[config.mk]
export PLATFORM = sky130hd
export DESIGN_NAME = touch_sample_event_mapper
export DESIGN_NICKNAME = d
export VERILOG_FILES = /design/src/rtl/tsem_pkg.sv /design/src/rtl/tsem_front.sv /design/src/rtl/tsem_queue.sv /design/src/rtl/tsem_back.sv /design/src/rtl/touch_sample_event_mapper.sv
export SDC_FILE = /design/constraint.sdc
export NUM_CORES = 1
export LEC_CHECK = 0
export ABC_AREA = 1
export BUFFER_PORTS_ARGS = -buffer_cell sky130_fd_sc_hd__buf_2
export CORE_AREA = 2 2 210 212
export CTS_BUF_LIST = sky130_fd_sc_hd__clkbuf_16
export DETAILED_ROUTE_END_ITERATION = 7
export DIE_AREA = 0 0 212 214
export PLACE_DENSITY = 0.81
export SLEW_MARGIN = 0
export SYNTH_ARGS = -nofsm -noshare
export SYNTH_HDL_FRONTEND = slang
export SYNTH_SLANG_ARGS = --single-unit
[constraint.sdc]
create_clock -name clk -period 7.13 [get_ports clk]
set_input_delay 1.0695 -clock clk [delete_from_list [all_inputs] [get_ports clk]]
set_output_delay 1.0695 -clock clk [all_outputs]
set_load 0.05 [all_outputs]
[src/rtl/tsem_pkg.sv]
// ----------------------------------------------------------------------------
// tsem_pkg: shared types and constants for the touch sample event mapper
// Request payloads, classified work items, queue status and register codes.
// ----------------------------------------------------------------------------
package tsem_pkg;

  // default geometry and gain format
  localparam int DEF_UI_WIDTH       = 1280;
  localparam int DEF_UI_HEIGHT      = 720;
  localparam int DEF_GAIN_FRAC_BITS = 12;

  // field widths
  localparam int RAW_W    = 11;
  localparam int UI_X_W   = 11;
  localparam int UI_Y_W   = 10;
  localparam int CNT_W    = 32;
  localparam int XOFF_W   = 12;
  localparam int YOFF_W   = 11;
  localparam int GAIN_W   = 16;

  // internal arithmetic widths
  localparam int XSUM_W   = 14;
  localparam int PROD_W   = 28;
  localparam int YSUM_W   = 29;

  // queue between front and back
  localparam int QUEUE_DEPTH = 2;
  localparam int QPTR_W      = (QUEUE_DEPTH > 1) ? $clog2(QUEUE_DEPTH) : 1;
  localparam int QCNT_W      = $clog2(QUEUE_DEPTH + 1);

  // configuration port
  localparam int CFG_ADDR_W = 4;
  localparam int CFG_DATA_W = 32;
  localparam logic [1:0] REG_X_OFFSET = 2'd0;
  localparam logic [1:0] REG_Y_OFFSET = 2'd1;
  localparam logic [1:0] REG_Y_GAIN   = 2'd2;

  // event codes
  localparam logic [1:0] EV_NONE    = 2'd0;
  localparam logic [1:0] EV_DOWN    = 2'd1;
  localparam logic [1:0] EV_RELEASE = 2'd2;

  // sample classes decided by the front
  typedef enum logic [1:0] {
    CLS_FAULT = 2'd0,
    CLS_TOUCH = 2'd1,
    CLS_IDLE  = 2'd2
  } sample_cls_t;

  typedef struct packed {
    logic              read_ok;
    logic              is_pressed;
    logic [3:0]        point_count;
    logic [RAW_W-1:0]  raw_x;
    logic [RAW_W-1:0]  raw_y;
  } in_item_t;

  typedef struct packed {
    logic [1:0]        event_kind;
    logic [UI_X_W-1:0] ui_x;
    logic [UI_Y_W-1:0] ui_y;
    logic [CNT_W-1:0]  sample_total;
    logic [CNT_W-1:0]  press_total;
    logic [CNT_W-1:0]  fault_total;
  } out_item_t;

  typedef struct packed {
    sample_cls_t              cls;
    logic signed [XSUM_W-1:0] x_sum;
    logic signed [PROD_W-1:0] y_prod;
  } work_item_t;

  typedef struct packed {
    logic full;
    logic not_empty;
  } q_stat_t;

endpackage

[src/rtl/tsem_front.sv]
// ----------------------------------------------------------------------------
// tsem_front: request intake and classification
// Classifies each sample, forms the rotated x sum and the y gain product,
// and holds the result in one register until the queue takes it.
// ----------------------------------------------------------------------------
module tsem_front #(
  parameter int UI_WIDTH = tsem_pkg::DEF_UI_WIDTH
) (
  input  logic                                  clk,
  input  logic                                  rst_n,
  input  logic                                  in_valid,
  output logic                                  in_stall,
  input  tsem_pkg::in_item_t                    in_data,
  input  logic signed [tsem_pkg::XOFF_W-1:0]    x_offset,
  input  logic signed [tsem_pkg::GAIN_W-1:0]    y_gain,
  input  tsem_pkg::q_stat_t                     q_stat,
  output logic                                  push,
  output tsem_pkg::work_item_t                  push_data
);
  import tsem_pkg::*;

  logic       f_vld_r;
  logic       f_vld_nxt;
  work_item_t f_item_r;
  work_item_t f_item_nxt;
  logic       accept;

  // handshake with the queue
  assign push     = f_vld_r && !q_stat.full;
  assign in_stall = f_vld_r && q_stat.full;
  assign accept   = in_valid && !in_stall;

  always_comb begin
    if (accept) begin
      f_vld_nxt = 1'b1;
    end else if (push) begin
      f_vld_nxt = 1'b0;
    end else begin
      f_vld_nxt = f_vld_r;
    end
  end

  // classify and compute the coordinate terms
  always_comb begin
    if (!in_data.read_ok) begin
      f_item_nxt.cls = CLS_FAULT;
    end else if (in_data.is_pressed && (in_data.point_count != 4'd0)) begin
      f_item_nxt.cls = CLS_TOUCH;
    end else begin
      f_item_nxt.cls = CLS_IDLE;
    end
    f_item_nxt.x_sum = XSUM_W'(UI_WIDTH - 1)
                     - $signed({{(XSUM_W-RAW_W){1'b0}}, in_data.raw_y})
                     + XSUM_W'(x_offset);
    f_item_nxt.y_prod = $signed({{(PROD_W-RAW_W){1'b0}}, in_data.raw_x})
                      * PROD_W'(y_gain);
  end

  always_ff @(posedge clk) begin
    if (!rst_n) begin
      f_vld_r <= 1'b0;
    end else begin
      f_vld_r <= f_vld_nxt;
    end
  end

  // payload register, loaded on each accepted request
  always_ff @(posedge clk) begin
    if (accept) begin
      f_item_r <= f_item_nxt;
    end
  end

  assign push_data = f_item_r;

endmodule

[src/rtl/tsem_queue.sv]
// ----------------------------------------------------------------------------
// tsem_queue: short work queue between front and back
// Circular buffer with read and write pointers and an entry count.
// ----------------------------------------------------------------------------
module tsem_queue (
  input  logic                  clk,
  input  logic                  rst_n,
  input  logic                  push,
  input  tsem_pkg::work_item_t  push_data,
  input  logic                  pop,
  output tsem_pkg::work_item_t  pop_data,
  output tsem_pkg::q_stat_t     q_stat
);
  import tsem_pkg::*;

  work_item_t          entry_r [QUEUE_DEPTH];
  logic [QPTR_W-1:0]   wr_ptr_r;
  logic [QPTR_W-1:0]   wr_ptr_nxt;
  logic [QPTR_W-1:0]   rd_ptr_r;
  logic [QPTR_W-1:0]   rd_ptr_nxt;
  logic [QCNT_W-1:0]   count_r;
  logic [QCNT_W-1:0]   count_nxt;

  // pointer advance with wrap
  always_comb begin
    wr_ptr_nxt = wr_ptr_r;
    rd_ptr_nxt = rd_ptr_r;
    count_nxt  = count_r;
    if (push) begin
      wr_ptr_nxt = (wr_ptr_r == QPTR_W'(QUEUE_DEPTH - 1)) ? '0 : wr_ptr_r + 1'b1;
    end
    if (pop) begin
      rd_ptr_nxt = (rd_ptr_r == QPTR_W'(QUEUE_DEPTH - 1)) ? '0 : rd_ptr_r + 1'b1;
    end
    if (push && !pop) begin
      count_nxt = count_r + 1'b1;
    end else if (pop && !push) begin
      count_nxt = count_r - 1'b1;
    end
  end

  always_ff @(posedge clk) begin
    if (!rst_n) begin
      wr_ptr_r <= '0;
      rd_ptr_r <= '0;
      count_r  <= '0;
    end else begin
      wr_ptr_r <= wr_ptr_nxt;
      rd_ptr_r <= rd_ptr_nxt;
      count_r  <= count_nxt;
    end
  end

  // entry storage
  always_ff @(posedge clk) begin
    if (push) begin
      entry_r[wr_ptr_r] <= push_data;
    end
  end

  assign pop_data         = entry_r[rd_ptr_r];
  assign q_stat.full      = (count_r == QCNT_W'(QUEUE_DEPTH));
  assign q_stat.not_empty = (count_r != '0);

endmodule

[src/rtl/tsem_back.sv]
// ----------------------------------------------------------------------------
// tsem_back: touch state update and result register
// Finishes the y scaling, clamps both coordinates, updates the held point
// and the counters, and presents one result per queued sample.
// ----------------------------------------------------------------------------
module tsem_back #(
  parameter int UI_WIDTH       = tsem_pkg::DEF_UI_WIDTH,
  parameter int UI_HEIGHT      = tsem_pkg::DEF_UI_HEIGHT,
  parameter int GAIN_FRAC_BITS = tsem_pkg::DEF_GAIN_FRAC_BITS
) (
  input  logic                                clk,
  input  logic                                rst_n,
  input  tsem_pkg::q_stat_t                   q_stat,
  input  tsem_pkg::work_item_t                q_data,
  output logic                                pop,
  input  logic signed [tsem_pkg::YOFF_W-1:0]  y_offset,
  output logic                                out_valid,
  input  logic                                out_stall,
  output tsem_pkg::out_item_t                 out_data
);
  import tsem_pkg::*;

  localparam logic signed [PROD_W-1:0] TRUNC_BIAS = PROD_W'((1 << GAIN_FRAC_BITS) - 1);
  localparam logic [UI_X_W-1:0]        X_MAX      = UI_X_W'(UI_WIDTH - 1);
  localparam logic [UI_Y_W-1:0]        Y_MAX      = UI_Y_W'(UI_HEIGHT - 1);

  logic                     held_r;
  logic                     held_nxt;
  logic [UI_X_W-1:0]        held_x_r;
  logic [UI_X_W-1:0]        held_x_nxt;
  logic [UI_Y_W-1:0]        held_y_r;
  logic [UI_Y_W-1:0]        held_y_nxt;
  logic [CNT_W-1:0]         sample_cnt_r;
  logic [CNT_W-1:0]         sample_cnt_nxt;
  logic [CNT_W-1:0]         press_cnt_r;
  logic [CNT_W-1:0]         press_cnt_nxt;
  logic [CNT_W-1:0]         fault_cnt_r;
  logic [CNT_W-1:0]         fault_cnt_nxt;
  logic                     out_vld_r;
  logic                     out_vld_nxt;
  out_item_t                out_data_r;
  out_item_t                out_data_nxt;
  logic signed [PROD_W-1:0] y_biased;
  logic signed [PROD_W-1:0] y_scaled;
  logic signed [YSUM_W-1:0] y_sum;
  logic [UI_X_W-1:0]        x_clamped;
  logic [UI_Y_W-1:0]        y_clamped;

  // take a request when the result register is free or being drained
  assign pop = q_stat.not_empty && (!out_vld_r || !out_stall);

  // scale toward zero, add offset
  always_comb begin
    y_biased = q_data.y_prod + (q_data.y_prod[PROD_W-1] ? TRUNC_BIAS : '0);
    y_scaled = y_biased >>> GAIN_FRAC_BITS;
    y_sum    = YSUM_W'(y_scaled) + YSUM_W'(y_offset);
  end

  // clamp to the ui rectangle
  always_comb begin
    if (q_data.x_sum < 0) begin
      x_clamped = '0;
    end else if (q_data.x_sum > XSUM_W'(UI_WIDTH - 1)) begin
      x_clamped = X_MAX;
    end else begin
      x_clamped = q_data.x_sum[UI_X_W-1:0];
    end
    if (y_sum < 0) begin
      y_clamped = '0;
    end else if (y_sum > YSUM_W'(UI_HEIGHT - 1)) begin
      y_clamped = Y_MAX;
    end else begin
      y_clamped = y_sum[UI_Y_W-1:0];
    end
  end

  // touch state and counters
  always_comb begin
    held_nxt       = held_r;
    held_x_nxt     = held_x_r;
    held_y_nxt     = held_y_r;
    sample_cnt_nxt = sample_cnt_r;
    press_cnt_nxt  = press_cnt_r;
    fault_cnt_nxt  = fault_cnt_r;
    out_data_nxt   = out_data_r;
    if (pop) begin
      sample_cnt_nxt          = sample_cnt_r + 1'b1;
      out_data_nxt.event_kind = EV_NONE;
      out_data_nxt.ui_x       = '0;
      out_data_nxt.ui_y       = '0;
      case (q_data.cls)
        CLS_FAULT: begin
          fault_cnt_nxt = fault_cnt_r + 1'b1;
        end
        CLS_TOUCH: begin
          press_cnt_nxt           = press_cnt_r + 1'b1;
          held_nxt                = 1'b1;
          held_x_nxt              = x_clamped;
          held_y_nxt              = y_clamped;
          out_data_nxt.event_kind = EV_DOWN;
          out_data_nxt.ui_x       = x_clamped;
          out_data_nxt.ui_y       = y_clamped;
        end
        default: begin
          if (held_r) begin
            held_nxt                = 1'b0;
            out_data_nxt.event_kind = EV_RELEASE;
            out_data_nxt.ui_x       = held_x_r;
            out_data_nxt.ui_y       = held_y_r;
          end
        end
      endcase
      out_data_nxt.sample_total = sample_cnt_nxt;
      out_data_nxt.press_total  = press_cnt_nxt;
      out_data_nxt.fault_total  = fault_cnt_nxt;
    end
  end

  // result register valid
  always_comb begin
    if (pop) begin
      out_vld_nxt = 1'b1;
    end else if (!out_stall) begin
      out_vld_nxt = 1'b0;
    end else begin
      out_vld_nxt = out_vld_r;
    end
  end

  always_ff @(posedge clk) begin
    if (!rst_n) begin
      held_r       <= 1'b0;
      held_x_r     <= '0;
      held_y_r     <= '0;
      sample_cnt_r <= '0;
      press_cnt_r  <= '0;
      fault_cnt_r  <= '0;
      out_vld_r    <= 1'b0;
    end else begin
      held_r       <= held_nxt;
      held_x_r     <= held_x_nxt;
      held_y_r     <= held_y_nxt;
      sample_cnt_r <= sample_cnt_nxt;
      press_cnt_r  <= press_cnt_nxt;
      fault_cnt_r  <= fault_cnt_nxt;
      out_vld_r    <= out_vld_nxt;
    end
  end

  // result payload
  always_ff @(posedge clk) begin
    out_data_r <= out_data_nxt;
  end

  assign out_valid = out_vld_r;
  assign out_data  = out_data_r;

endmodule

[src/rtl/touch_sample_event_mapper.sv]
// ----------------------------------------------------------------------------
// A request passes the front register, the queue, then the result register.
// Throughput: one request per cycle unless stalled; the front register, a
// two-entry queue and the result register let intake continue while a
// result is stalled. The front multiply and back clamp are combinational.
// Reset: synchronous active-low rst_n clears the touch state, counters,
// queue and handshake flags and returns the registers to their defaults.
// ----------------------------------------------------------------------------
// touch_sample_event_mapper: touch sample to ui event mapper
// Maps raw touch controller samples to down and release events in the
// ui frame, with sample, press and fault counters and an apb register port.
// ----------------------------------------------------------------------------
module touch_sample_event_mapper #(
  parameter int UI_WIDTH       = tsem_pkg::DEF_UI_WIDTH,
  parameter int UI_HEIGHT      = tsem_pkg::DEF_UI_HEIGHT,
  parameter int GAIN_FRAC_BITS = tsem_pkg::DEF_GAIN_FRAC_BITS
) (
  input  logic                               clk,
  input  logic                               rst_n,
  // sample requests
  input  logic                               in_valid,
  output logic                               in_stall,
  input  tsem_pkg::in_item_t                 in_data,
  // event results
  output logic                               out_valid,
  input  logic                               out_stall,
  output tsem_pkg::out_item_t                out_data,
  // register port
  input  logic                               psel,
  input  logic                               penable,
  input  logic                               pwrite,
  input  logic [tsem_pkg::CFG_ADDR_W-1:0]    paddr,
  input  logic [tsem_pkg::CFG_DATA_W-1:0]    pwdata,
  output logic [tsem_pkg::CFG_DATA_W-1:0]    prdata,
  output logic                               pready
);
  import tsem_pkg::*;

  localparam logic signed [GAIN_W-1:0] GAIN_ONE = GAIN_W'(1 << GAIN_FRAC_BITS);

  logic signed [XOFF_W-1:0] x_offset_r;
  logic signed [YOFF_W-1:0] y_offset_r;
  logic signed [GAIN_W-1:0] y_gain_r;
  logic                     cfg_wr;
  logic [1:0]               reg_idx;
  logic                     q_push;
  logic                     q_pop;
  work_item_t               q_wr_data;
  work_item_t               q_rd_data;
  q_stat_t                  q_stat;

  // register writes
  assign pready  = 1'b1;
  assign cfg_wr  = psel && penable && pwrite && pready;
  assign reg_idx = paddr[3:2];

  always_ff @(posedge clk) begin
    if (!rst_n) begin
      x_offset_r <= '0;
      y_offset_r <= '0;
      y_gain_r   <= GAIN_ONE;
    end else if (cfg_wr) begin
      unique case (reg_idx)
        REG_X_OFFSET: x_offset_r <= pwdata[XOFF_W-1:0];
        REG_Y_OFFSET: y_offset_r <= pwdata[YOFF_W-1:0];
        REG_Y_GAIN:   y_gain_r   <= pwdata[GAIN_W-1:0];
        default: ;
      endcase
    end
  end

  // register reads
  always_comb begin
    unique case (reg_idx)
      REG_X_OFFSET: prdata = CFG_DATA_W'($unsigned(x_offset_r));
      REG_Y_OFFSET: prdata = CFG_DATA_W'($unsigned(y_offset_r));
      REG_Y_GAIN:   prdata = CFG_DATA_W'($unsigned(y_gain_r));
      default:      prdata = '0;
    endcase
  end

  // intake and classification
  tsem_front #(
    .UI_WIDTH (UI_WIDTH)
  ) u_front (
    .clk       (clk),
    .rst_n     (rst_n),
    .in_valid  (in_valid),
    .in_stall  (in_stall),
    .in_data   (in_data),
    .x_offset  (x_offset_r),
    .y_gain    (y_gain_r),
    .q_stat    (q_stat),
    .push      (q_push),
    .push_data (q_wr_data)
  );

  // work queue
  tsem_queue u_queue (
    .clk       (clk),
    .rst_n     (rst_n),
    .push      (q_push),
    .push_data (q_wr_data),
    .pop       (q_pop),
    .pop_data  (q_rd_data),
    .q_stat    (q_stat)
  );

  // state update and results
  tsem_back #(
    .UI_WIDTH       (UI_WIDTH),
    .UI_HEIGHT      (UI_HEIGHT),
    .GAIN_FRAC_BITS (GAIN_FRAC_BITS)
  ) u_back (
    .clk       (clk),
    .rst_n     (rst_n),
    .q_stat    (q_stat),
    .q_data    (q_rd_data),
    .pop       (q_pop),
    .y_offset  (y_offset_r),
    .out_valid (out_valid),
    .out_stall (out_stall),
    .out_data  (out_data)
  );

  // reset empties the pipeline and frees the intake
  a_reset_clears: assert property (@(posedge clk) !rst_n |=> !out_valid && !in_stall)
    else $error("pipeline not empty after reset");

  // a full queue behind a stalled result stays full
  a_queue_holds: assert property (@(posedge clk) disable iff (!rst_n)
    q_stat.full && out_valid && out_stall |=> q_stat.full)
    else $error("queue drained while result stalled");

  // a result with no event carries zero coordinates
  a_none_zero: assert property (@(posedge clk) disable iff (!rst_n)
    out_valid && out_data.event_kind == EV_NONE |-> out_data.ui_x == '0 && out_data.ui_y == '0)
    else $error("coordinates set on a result with no event");

  // the front only pushes into a queue with room
  a_push_room: assert property (@(posedge clk) disable iff (!rst_n)
    q_push |-> !q_stat.full && !in_stall)
    else $error("push into a full queue");

endmodule

==> results of run 1 <==
-- flip-flops by register name, summed over array words and instances, names as in the netlist, 2 cells and up, named ones only --
| register | count |
|---|---|
| u_queue.count_r | 2 |
| u_back.fault_cnt_r | 32 |
| u_front.push_data | 43 |
| u_queue.entry_r | 86 |
| x_offset_r | 12 |
| y_gain_r | 16 |
| u_back.held_x_r | 11 |
| u_back.out_data | 119 |
| u_back.held_y_r | 10 |
| u_back.sample_cnt_r | 32 |
| y_offset_r | 11 |
| u_back.press_cnt_r | 32 |
-- metrics by stage --
step	total power [mW]	hold slack (ps)
detailed placement	8.196	430.5
floorplan	7.217	421.5
global placement	8.029	422.5
CTS	10.44	439.4
global route	11.03	446.0
finish	10.42	439.7
-- cells in the mapped netlist (all sizes together), types with 2 or more instances --
| master | n |
|---|---|
| nand2 | 645 |
| inv | 579 |
| nor2 | 278 |
| edfxtp | 248 |
| o21ai | 205 |
| dfxtp | 164 |
| fa | 163 |
| a21oi | 148 |
| xor2 | 121 |
| ha | 106 |
| nand3 | 94 |
| clkbuf | 77 |
| buf | 42 |
| nor3 | 40 |
| nand4 | 26 |
| xnor2 | 19 |
| or2 | 17 |
| nor4 | 14 |
| mux2i | 8 |
| o21bai | 5 |
| a211oi | 4 |
| nand3b | 4 |
| o211ai | 3 |
| o21a | 3 |
| a21o | 2 |
| a31oi | 2 |
| and2 | 2 |
| conb | 2 |
-- where the power goes --
part	switching [mW]	internal, mW
combinational	3.25	1.04
clock	0.929	1.30
sequential	0.418	3.48
-- cells in the final DEF, fill, tap and decap left out, types with 5 or more instances in the layout --
cell type	synthesis	layout
nor2_4	7	9
xnor2_1	19	19
nor3_2	6	6
fa_1	163	163
inv_1	569	574
buf_2	4	189
o21ai_0	185	185
dfxtp_1	164	163
clkbuf_16	0	42
or2_1	5	5
nand2_2	8	8
conb_1	2	17
buf_4	19	8
nor3_1	33	33
a21oi_1	148	148
clkinv_1	1	8
o21bai_1	5	5
nor4_1	13	13
o21ai_1	18	17
nand3_1	92	92
nand4_1	24	24
xor2_1	121	121
edfxtp_1	248	248
bufinv_16	0	6
nand2_1	634	634
mux2i_1	8	8
ha_1	106	106
inv_2	9	8
or2_2	10	10
nor2_2	12	12
nor2_1	259	257
-- worst register-to-register path, delay by kind of cell, from the launching register on --
| kind | cells | cell delay (ps) |
|---|---|---|
| flip-flops | 1 | 820 |
| XOR/XNOR | 1 | 60 |
| adder cells (fa/ha/maj) | 6 | 2920 |
| buffers and inverters | 4 | 250 |
| AND/OR/NAND/NOR | 5 | 590 |
| AO/OA/AOI/OAI | 3 | 920 |
-- cells by family after synthesis --
| family | after synthesis | synth area share, % |
|---|---|---|
| xor+xnor | 140 | 4.707 |
| compound gates | 375 | 7.474 |
| flops | 412 | 41.20 |
| other cells | 2 | 0.02883 |
| buf+inv | 699 | 10.43 |
| simple gates | 1122 | 18.23 |
| fa+ha+maj | 269 | 17.62 |
| mux | 8 | 0.3074 |
-- path summary, 6_finish.rpt --
check | cells after the start | slack (ps) | endpoint | start
worst max-delay path | 19 | 1300 | u_front.push_data[27] | y_gain_r[4]
worst min-delay path | 0 | 440 | u_queue.entry_r[1][23] | u_front.push_data[23]
worst max register to register | 19 | 1300 | u_front.push_data[27] | y_gain_r[4]
worst min register to register | 0 | 440 | u_queue.entry_r[1][23] | u_front.push_data[23]
-- area by class of cell --
type	instances	area share [%]
multi-input combinational	1931	44.12
antenna	1	0.008705
clock inverter	35	1.245
tap	585	2.546
sequential	412	37.33
inverter	580	7.599
clock buffer	42	3.656
timing repair buffer	197	3.499
-- routing by layer --
metal / track usage [%] / wire length (um) / up-vias / share of wire [%]
met5: 0 / 0 / - / 0
met4: 9.531 / 1864 / 0 / 3.2
met3: 3.812 / 3624 / 116 / 6.2
met2: 45.37 / 28690 / 682 / 49
met1: 32.90 / 24080 / 9507 / 41
li1: - / - / 9709 / -
==> run metrics, run 1 <==
status=completed; FF+latch count, synth=between 400 and 500; Syn Area/Cell=8.605 um2; Fin Clk Skew=21.70 ps; chip height=214 um; Initial Util=60.74%; Hold Crit Class=reg -> reg; drt total wl=58260 um; Routed Antenna Nets=0; Post-Synthesis Cell Area=26050 um2; EDFF count, synth=248; setup_tns=0 ps; Placed Cells=3705; std cell rows=76; post-synthesis sequential area ratio=41.20%; final core occ=~67%; latest clock arrival within the worst-skew pair=570 ps; worst path arrival time=6130 ps; largest net degree at the start of global routing=approximately 100; Data required, critical path=7430 ps; Leakage Power=14.02 nW; Post-CTS Resized=0; multi-input logic area=12680 um2; headroom to the max-slew limit=roughly 17%; first-pass GRT wire length=approximately 96000 um; MaxCap Viol Count=0; critical path endpoint category=register; GRT Util Overall=a little over a quarter; RSZ-0062 raised after global routing=false; vias in the first global route=roughly 20000; clock sinks=412; WP buf/inv=4; TritonCTS clock tree=done; Worst setup SP type=register; First-pass DRT Iterations=5; Placer Congestion=0.9324; Tmin final=5831 ps; Worst path most repeated cell=fa_1; drt initial violations=1417; CP max stage cell=dfxtp_1; Synth-to-Final Area Change=10.37%; placed instance area=27340 um2; net count reported at finish=3504; Ports=225; # Post-CTS Setup Buffers=0; post-synthesis cell count=3027; Layout Cells excl Fill=3783; P per Cell Area=around 360 nW/um2; hold buffer count at cts=0; Hold Violations, Final=0; top cell type by total area after synthesis=edfxtp_1; Clock transition at path regs=60 ps; final max-slew violation count=0; register area=10730 um2; most common flop cell mapped by yosys=edfxtp_1; Die W=212 um; post-synthesis async set-or-reset flop share=0%; H-tree lvl count=2; YS warnings=0; Core Area=approximately 43000 um2; Yosys cell types=55; VDD IR-drop max=0.3360 mV; highest clock rate=171.5 MHz; Critical Setup Path Class=reg -> reg; synth top area cells=edfxtp_1 (29%), dfxtp_1 (13%), fa_1 (13%); GR Overflow Total=0; final worst slack=1299 ps; DR vias=20010; Max Root-Sink Buffers=3; # fillers=3331; Worst Max-Slew Pin Slew=1249 ps; critical path's largest stage delay=820 ps; final setup fails=0; Tcrit/Tclk final=81.78%; crit-path cells=nand2_1 > fa_1 > fa_1 > inv_1 > fa_1 > inv_1 > fa_1 > inv_1 > fa_1 > ha_1 > nand2_1 > inv_1 > nand4_1 > o21ai_0 > a21oi_1 > o21ai_0 > nand2_1 > nand2_1 > xor2_1; initial antenna violation count=1; PortBufs=189; drt via density=5.291; layout cell share with drive strength beyond 1=10.38%; clock root cell=clkbuf_16; Synth top area share=28.59%; die area=45370 um2; HPWL Detailed=43950 um; Remaining DRCs=0; crit-path max FO=13; crit-path leading delay family=adder cells; pre-CTS WS=730.1 ps; Design Area, Final=28750 um2; CTS Buf Count=42; wire per inst=15.40 um
No activity file was read; power rests on OpenSTA's default activity.
==> inputs of run 2 (changes only) <==
--- a/config.mk
+++ b/config.mk
@@ -5,13 +5,13 @@
 export SDC_FILE = /design/constraint.sdc
 export NUM_CORES = 1
 export LEC_CHECK = 0
-export ABC_AREA = 1
+export ABC_AREA = 0
 export BUFFER_PORTS_ARGS = -buffer_cell sky130_fd_sc_hd__buf_2
-export CORE_AREA = 2 2 210 212
+export CORE_AREA = 2 2 219 221
 export CTS_BUF_LIST = sky130_fd_sc_hd__clkbuf_16
 export DETAILED_ROUTE_END_ITERATION = 7
-export DIE_AREA = 0 0 212 214
-export PLACE_DENSITY = 0.81
+export DIE_AREA = 0 0 221 223
+export PLACE_DENSITY = 0.77
 export SLEW_MARGIN = 0
 export SYNTH_ARGS = -nofsm -noshare
 export SYNTH_HDL_FRONTEND = slang
==> constraint.sdc (replaced) <==
create_clock -name clk -period 5.35 [get_ports clk]
set_input_delay 0.8025 -clock clk [delete_from_list [all_inputs] [get_ports clk]]
set_output_delay 0.8025 -clock clk [all_outputs]
set_load 0.05 [all_outputs]
==> run 2 against run 1 <==
Compared with the run above: utilization decreased by 3.5 points; routed wire length increased by 1.8%; first-iteration DRC count decreased by 9.0%; clock-buffer cell count increased by 3; die area increased by 8.6%; worst hold slack got worse by 5.4 ps; final area increased by 4.2%.
==> run metrics, run 2 <==
final setup fails=0 (unchanged); Routed Antenna Nets=0 (unchanged); Hold Violations, Final=0 (unchanged); YS warnings=0 (unchanged); Hold Crit Class=in -> reg (was reg -> reg); sw power=4.060 mW (was 4.596 mW); critical path endpoint category=register (unchanged); EDFF count, synth=248 (unchanged); Yosys cell types=77 (was 55); post-synthesis cell count=2435 (was 3027); Remaining DRCs=0 (unchanged); drt initial violations=1290 (was 1417); Worst R2R Path Depth=17 (was 19); Tmin final=5171 ps (was 5831 ps); hold buffer count at cts=0 (unchanged); most common flop cell mapped by yosys=edfxtp_1 (unchanged); Placer Congestion=0.8783 (was 0.9324); pre-CTS WS=-536.8 ps (was 730.1 ps); Critical Setup Path Class=reg -> reg (unchanged); Initial Util=54.41% (was 60.74%); first-pass GRT wire length=95010 um (was 95900 um); R2R setup slack=180 ps (was 1300 ps); Layout Cells excl Fill=3366 (was 3783); MaxCap Viol Count=0 (unchanged); Fin Clk Skew=14.44 ps (was 21.70 ps); Worst setup SP type=register (unchanged); reg-to-reg endpoint=u_back.out_data[103] (was u_front.push_data[27]); Worst Max-Slew Pin Slew=1170 ps (was 1249 ps); Clock Power Share=29.3% (was 21.4%); Synth-to-Final Area Change=16.79% (was 10.37%); largest net degree at the start of global routing=100 (was 101); Synth top area share=29.03% (was 28.59%); FF+latch count, synth=412 (unchanged); highest clock rate=193.4 MHz (was 171.5 MHz); max FFs per register=119 (unchanged); final core occ=63.54% (was 67.03%); HPWL Detailed=44440 um (was 43950 um); Clock transition at path regs=60 ps (about the same); post-synthesis sequential area ratio=41.83% (was 41.20%); P per Cell Area=359.2 nW/um2 (was 362.5 nW/um2); most common cell after layout, fill and taps aside=nand2_1 (unchanged); Data required, critical path=5740 ps (was 7430 ps); drt via density=5.516 (was 5.291); CP max stage cell=or4_1 (was dfxtp_1); Cell Int Power=6.699 mW (was 5.824 mW); chip height=223 um (was 214 um); die area=49280 um2 (was 45370 um2); net count reported at finish=3053 (was 3504); GRT Util Overall=23.68% (was 26.05%); crit-path max FO=13 (unchanged); std cell rows=80 (was 76); wire per inst=17.62 um (was 15.40 um); hold worst-path end=y_gain_r[12] (was u_queue.entry_r[1][23]); synth top area cells=edfxtp_1 (29%), dfxtp_1 (13%), fa_1 (13%) (unchanged); Syn Area/Cell=10.53 um2 (was 8.605 um2); clock sinks=412 (unchanged); crit-path cells=mux2_4 > ha_1 > and4_1 > o21ai_0 > a21oi_1 > o311a_4 > o21ai_1 > buf_4 > nor4b_1 > or4_1 > ha_1 > o2111ai_1 > o221ai_2 > a21oi_1 > o21ai_0 > nand2_1 > o21ai_1 (was nand2_1 > fa_1 > fa_1 > inv_1 > fa_1 > inv_1 > fa_1 > inv_1 > fa_1 > ha_1 > nand2_1 > inv_1 > nand4_1 > o21ai_0 > a21oi_1 > o21ai_0 > nand2_1 > nand2_1 > xor2_1); Core Area=47150 um2 (was 42890 um2); clock root cell=clkbuf_16 (unchanged); drt total wl=59300 um (was 58260 um); worst hold path startpoint=pwdata[12] (was u_front.push_data[23]); critical path's largest stage delay=550 ps (was 820 ps); post-synthesis async set-or-reset flop share=0% (unchanged); Post-Synthesis Cell Area=25650 um2 (was 26050 um2); H-tree lvl count=2 (unchanged); layout cell share with drive strength beyond 1=18.33% (was 10.38%); Min-Delay Path Depth=3 (was 0); GR Overflow Total=0 (unchanged); final max-slew violation count=0 (unchanged); Sw Ratio=37.74% (was 44.10%); worst path arrival time=5560 ps (was 6130 ps); status=completed (unchanged); initial antenna violation count=0 (was 1); First-pass DRT Iterations=5 (unchanged); Gate power share=31.3% (was 41.2%); vias in the first global route=18780 (was 19940); Die W=221 um (was 212 um); VDD IR-drop max=0.6501 mV (was 0.3360 mV); DR vias=18570 (was 20010); final worst slack=179.4 ps (was 1299 ps); most frequent cell after synthesis=nand2_1 (unchanged); Commonest cells post-synth=nand2_1 (257), edfxtp_1 (248), inv_1 (227) (was nand2_1 (634), inv_1 (569), nor2_1 (259)); CTS Buf Count=45 (was 42); latest clock arrival within the worst-skew pair=580 ps (was 570 ps); Seq pwr share=39.4% (was 37.4%); top cell type by total area after synthesis=edfxtp_1 (unchanged); PortBufs=189 (unchanged); crit-path leading delay family=compound AO/OA/AOI/OAI gates (was adder cells); Tcrit/Tclk final=96.65% (was 81.78%); Max Root-Sink Buffers=3 (unchanged); TritonCTS clock tree=done (unchanged); most frequent cells in the layout=nand2_1 (251), edfxtp_1 (248), inv_1 (232) (was nand2_1 (634), inv_1 (574), nor2_1 (257)); Placed Cells=3276 (was 3705); Ports=225 (unchanged); headroom to the max-slew limit=22.02% (was 16.56%); WP buf/inv=1 (was 4); Leakage Power=12.60 nW (was 14.02 nW)
## run 2: changes by cell type after synthesis, moves of 18 or more
cell | before | now
nand2_1 | 634 | 257
inv_1 | 569 | 227
and2_1 | 2 | 178
nor2_1 | 259 | 83
o21ai_0 | 185 | 71
xnor2_1 | 19 | 125
a21oi_1 | 148 | 54
a21boi_0 | 1 | 57
mux2i_1 | 8 | 49
nor2b_1 | 0 | 37
nand3_1 | 92 | 63
or3_1 | 0 | 28
xor2_1 | 121 | 101
mux2_2 | 0 | 18
## run 2: power groups by stage
stage | registers, mW | logic [mW] | clock network [mW]
2_1_floorplan | 5.59 | 1.26 | 0
3_3_place_gp | 4.28 | 3.26 | 0
3_5_place_dp | 4.31 | 3.33 | 0
4_1_cts | 4.24 | 3.34 | 3.20
5_1_grt | 4.28 | 3.57 | 3.32
6_report | 4.24 | 3.37 | 3.15
## run 2: cell families (layout without fill, tap and decap cells)
kind of cell / count (synthesis) / after routing / share of synthesized area, %
AND/OR/NAND/NOR: 781 / 781 / 15.69
buffers and inverters: 346 / 645 / 5.371
XOR/XNOR: 226 / 226 / 7.717
other: 2 / 18 / 0.02928
adder cells (fa/ha/maj): 269 / 269 / 17.89
AO/OA/AOI/OAI: 332 / 332 / 8.766
multiplexers: 67 / 68 / 2.702
flip-flops: 412 / 412 / 41.83
## run 2: area by class of cell
class	count	area [um2]
Clock inverter	39	384.1
Sequential cell	412	10750
Antenna cell	1	2.502
Inverter	228	860.8
Multi-Input combinational cell	1693	13960
Timing Repair Buffer	333	2102
Tap cell	615	769.5
Fill cell	3618	17190
Clock buffer	45	1126
## run 2: per-layer routing
layer,vias up,wire length (um),track usage [%]
li1,8749,-,-
met1,9063,25030,30.66
met2,606,28960,40.64
met3,148,3380,3.266
met4,0,1925,8.790
met5,-,0,0
## run 2: worst max-delay path by stage
stage	startpoint	to	depth (start not counted)
detailed placement	in_data[15]	u_front.push_data[27]	20
CTS	register	u_back.out_data[102]	17
floorplan	in_data[14]	u_front.push_data[26]	18
global placement	in_data[15]	u_front.push_data[27]	17
global route	register	u_back.out_data[102]	17
finish	register	u_back.out_data[103]	17
## run 2: worst min-delay path: cells and delay by family
family	cells	cell delay, ps
buffers and inverters	1	70
and+or+nand+nor	2	100
## run 2: timing repair
| item | 4_1_cts | 5_1_grt |
|---|---|---|
| gates cloned | 0 | 2 |
| setup endpoints to repair | 10 | 26 |
| gates resized for setup | 6 | 25 |
| pin swaps | 0 | 8 |
| setup buffers | 0 | 3 |
## run 2: metrics by stage
step	power, mW	hold slack, ps	cell area [um2]	TNS [ps]
5_1_grt	11.18	451.6	29950	-0.5165
3_5_place_dp	7.633	432.1	28320	-5476
6_report	10.76	434.3	29960	0
3_3_place_gp	7.538	423.4	28320	-3747
4_1_cts	10.78	416.5	29840	0
2_1_floorplan	6.848	421.5	26100	-58.78
==> inputs of run 3 (changes only) <==
--- a/config.mk
+++ b/config.mk
@@ -7,10 +7,10 @@
 export LEC_CHECK = 0
 export ABC_AREA = 0
 export BUFFER_PORTS_ARGS = -buffer_cell sky130_fd_sc_hd__buf_2
-export CORE_AREA = 2 2 219 221
+export CORE_AREA = 2 2 282 173
 export CTS_BUF_LIST = sky130_fd_sc_hd__clkbuf_16
 export DETAILED_ROUTE_END_ITERATION = 7
-export DIE_AREA = 0 0 221 223
+export DIE_AREA = 0 0 284 175
 export PLACE_DENSITY = 0.77
 export SLEW_MARGIN = 0
 export SYNTH_ARGS = -nofsm -noshare
==> run 3 against run 2 <==
Compared with the run above: clock-buffer cell count decreased by 4; routed wire length increased by 2.5%; first-iteration DRC count increased by 3.9%; critical path type is now in -> reg; critical endpoint is now u_front.push_data[27]; highest routed layer is now met5.
==> run metrics, run 3 (same netlist as run 2, synthesis figures left out) <==
status=completed (unchanged); Critical Setup Path Class=in -> reg (was reg -> reg); VDD IR-drop max=0.2936 mV (was 0.6501 mV); vias in the first global route=19100 (was 18780); most common cell after layout, fill and taps aside=nand2_1 (unchanged); headroom to the max-slew limit=14.79% (was 22.02%); Worst path most repeated cell=fa_2; Synth-to-Final Area Change=17.31% (was 16.79%); hold slack=442.5 ps (was 434.3 ps); drt total wl=60780 um (was 59300 um); TritonCTS clock tree=done (unchanged); drt via density=5.505 (was 5.516); largest net degree at the start of global routing=109 (was 100); Initial Util=54.38% (was 54.41%); layout cell share with drive strength beyond 1=18.95% (was 18.33%); CTS Buf Count=40 (was 45); final setup fails=0 (unchanged); Hold Crit Class=reg -> reg (was in -> reg); chip height=175 um (was 223 um); die area=49700 um2 (was 49280 um2); P per Cell Area=351.2 nW/um2 (was 359.2 nW/um2); hold buffer count at cts=0 (unchanged); Remaining DRCs=0 (unchanged); highest clock rate=189.0 MHz (was 193.4 MHz); PortBufs=189 (unchanged); final worst slack=57.97 ps (was 179.4 ps); crit-path max FO=9 (was 13); Worst setup SP type=input pin (was register); first-pass GRT wire length=97400 um (was 95010 um); latest clock arrival within the worst-skew pair=550 ps (was 580 ps); critical path endpoint category=register (unchanged); worst path arrival time=5570 ps (was 5560 ps); drt initial violations=1340 (was 1290); RSZ-0062 raised after global routing=true; most frequent cells in the layout=nand2_1 (251), edfxtp_1 (248), inv_1 (233) (was nand2_1 (251), edfxtp_1 (248), inv_1 (232)); max FFs per register=119 (unchanged); Hold Violations, Final=0 (unchanged); net count reported at finish=3068 (was 3053); Placer Congestion=0.8974 (was 0.8783); First-pass DRT Iterations=5 (unchanged); Ports=225 (unchanged); std cell rows=62 (was 80); Leakage Power=12.64 nW (was 12.60 nW); clock root cell=clkbuf_16 (unchanged); Clock transition at path regs=60 ps (about the same); Fin Clk Skew=16.06 ps (was 14.44 ps); Core Area=47170 um2 (was 47150 um2); setup_tns=0 ps (unchanged); Tmin final=5292 ps (was 5171 ps); MaxCap Viol Count=0 (unchanged); H-tree lvl count=2 (unchanged); final max-slew violation count=0 (unchanged); Max Root-Sink Buffers=3 (unchanged); initial antenna violation count=4 (was 0); CP max stage cell=fa_2 (was or4_1); Data required, critical path=5630 ps (was 5740 ps); Worst Max-Slew Pin Slew=1278 ps (was 1170 ps); Tcrit/Tclk final=98.92% (was 96.65%); GRT Util Overall=24.21% (was 23.68%); pre-CTS WS=-586.8 ps (was -536.8 ps); GR Overflow Total=0 (unchanged); HPWL Detailed=45640 um (was 44440 um); critical path's largest stage delay=570 ps (was 550 ps); Die W=284 um (was 221 um); clock sinks=412 (unchanged); crit-path cells=clkbuf_4 > buf_12 > and2_1 > fa_2 > fa_2 > inv_1 > fa_2 > inv_1 > fa_2 > fa_2 > ha_4 > a21oi_4 > o221ai_4 > a2111oi_4 > nor3_4 > o2111ai_2 > a21oi_1 > or3_1 (was mux2_4 > ha_1 > and4_1 > o21ai_0 > a21oi_1 > o311a_4 > o21ai_1 > buf_4 > nor4b_1 > or4_1 > ha_1 > o2111ai_1 > o221ai_2 > a21oi_1 > o21ai_0 > nand2_1 > o21ai_1); DR vias=18730 (was 18570); Routed Antenna Nets=0 (unchanged); wire per inst=17.86 um (was 17.62 um)
==> run 3: changes by cell type in the layout (fill, tap and decap cells not counted), sizes merged <==
| cell | before | now |
|---|---|---|
| buf | 332 | 349 |
| bufinv | 6 | 5 |
| mux2 | 19 | 18 |
| diode | 1 | 3 |
| inv | 240 | 244 |
| clkinv | 20 | 11 |
==> run 3: worst max-delay path, delay by kind of cell <==
| kind | cells | cell delay, ps |
|---|---|---|
| adder cells (fa/ha/maj) | 6 | 2610 |
| AO/OA/AOI/OAI | 5 | 1120 |
| AND/OR/NAND/NOR | 3 | 610 |
| buffers and inverters | 4 | 440 |
==> run 3: final timing paths <==
check | start | end | slack [ps] | cells after the start
max | in_data[18] | u_front.push_data[27] | 60 | 18
min | u_front.push_data[37] | u_queue.entry_r[1][37] | 440 | 0
max reg2reg | y_gain_r[7] | u_front.push_data[27] | 70 | 18
min reg2reg | u_front.push_data[37] | u_queue.entry_r[1][37] | 440 | 0
==> run 3: power by group <==
part           switching, mW  total, mW  internal, mW
logic                   2.61       3.46         0.854
clock network           1.23       2.87          1.64
registers              0.208       4.23          4.03
total                   4.05       10.6          6.52
==> run 3: area by class of cell <==
type	instances	area (um2)
Clock buffer	41	1026
Timing Repair Buffer	354	2360
Fill cell	3719	17080
Tap cell	640	800.8
Multi-Input combinational cell	1692	13990
Sequential cell	412	10750
Clock inverter	33	290.3
Inverter	228	860.8
Antenna cell	3	7.507
==> run 3: repair_timing <==
action / 4_1_cts / 5_1_grt
gates cloned: 0 / 3
setup endpoints to repair: 2 / 28
pin swaps: 8 / 23
resized for setup: 11 / 47
buffers inserted: 2 / 14
==> run 3: layer usage <==
metal	global-route usage (%)	part of all wire [%]	vias up	wire length (um)
li1	-	-	8786	-
met1	33.84	45	9237	27180
met2	39.37	46	606	27960
met3	3.930	6.8	103	4112
met4	6.667	2.5	2	1506
met5	0	0.021	-	13
==> run 3: through the flow <==
| step | utilization [%] | cells | total power, mW | instance area [um2] |
|---|---|---|---|---|
| after floorplan | - | 2450 | 6.848 | 26100 |
| after global placement | 60.28 | 3307 | 7.602 | 28430 |
| after detailed placement | 60.28 | 3307 | 7.698 | 28430 |
| after CTS | 63.17 | 3383 | 10.57 | 29790 |
| after global routing | 63.79 | 3402 | 11.00 | 30090 |
| final | 63.80 | 3403 | 10.57 | 30090 |
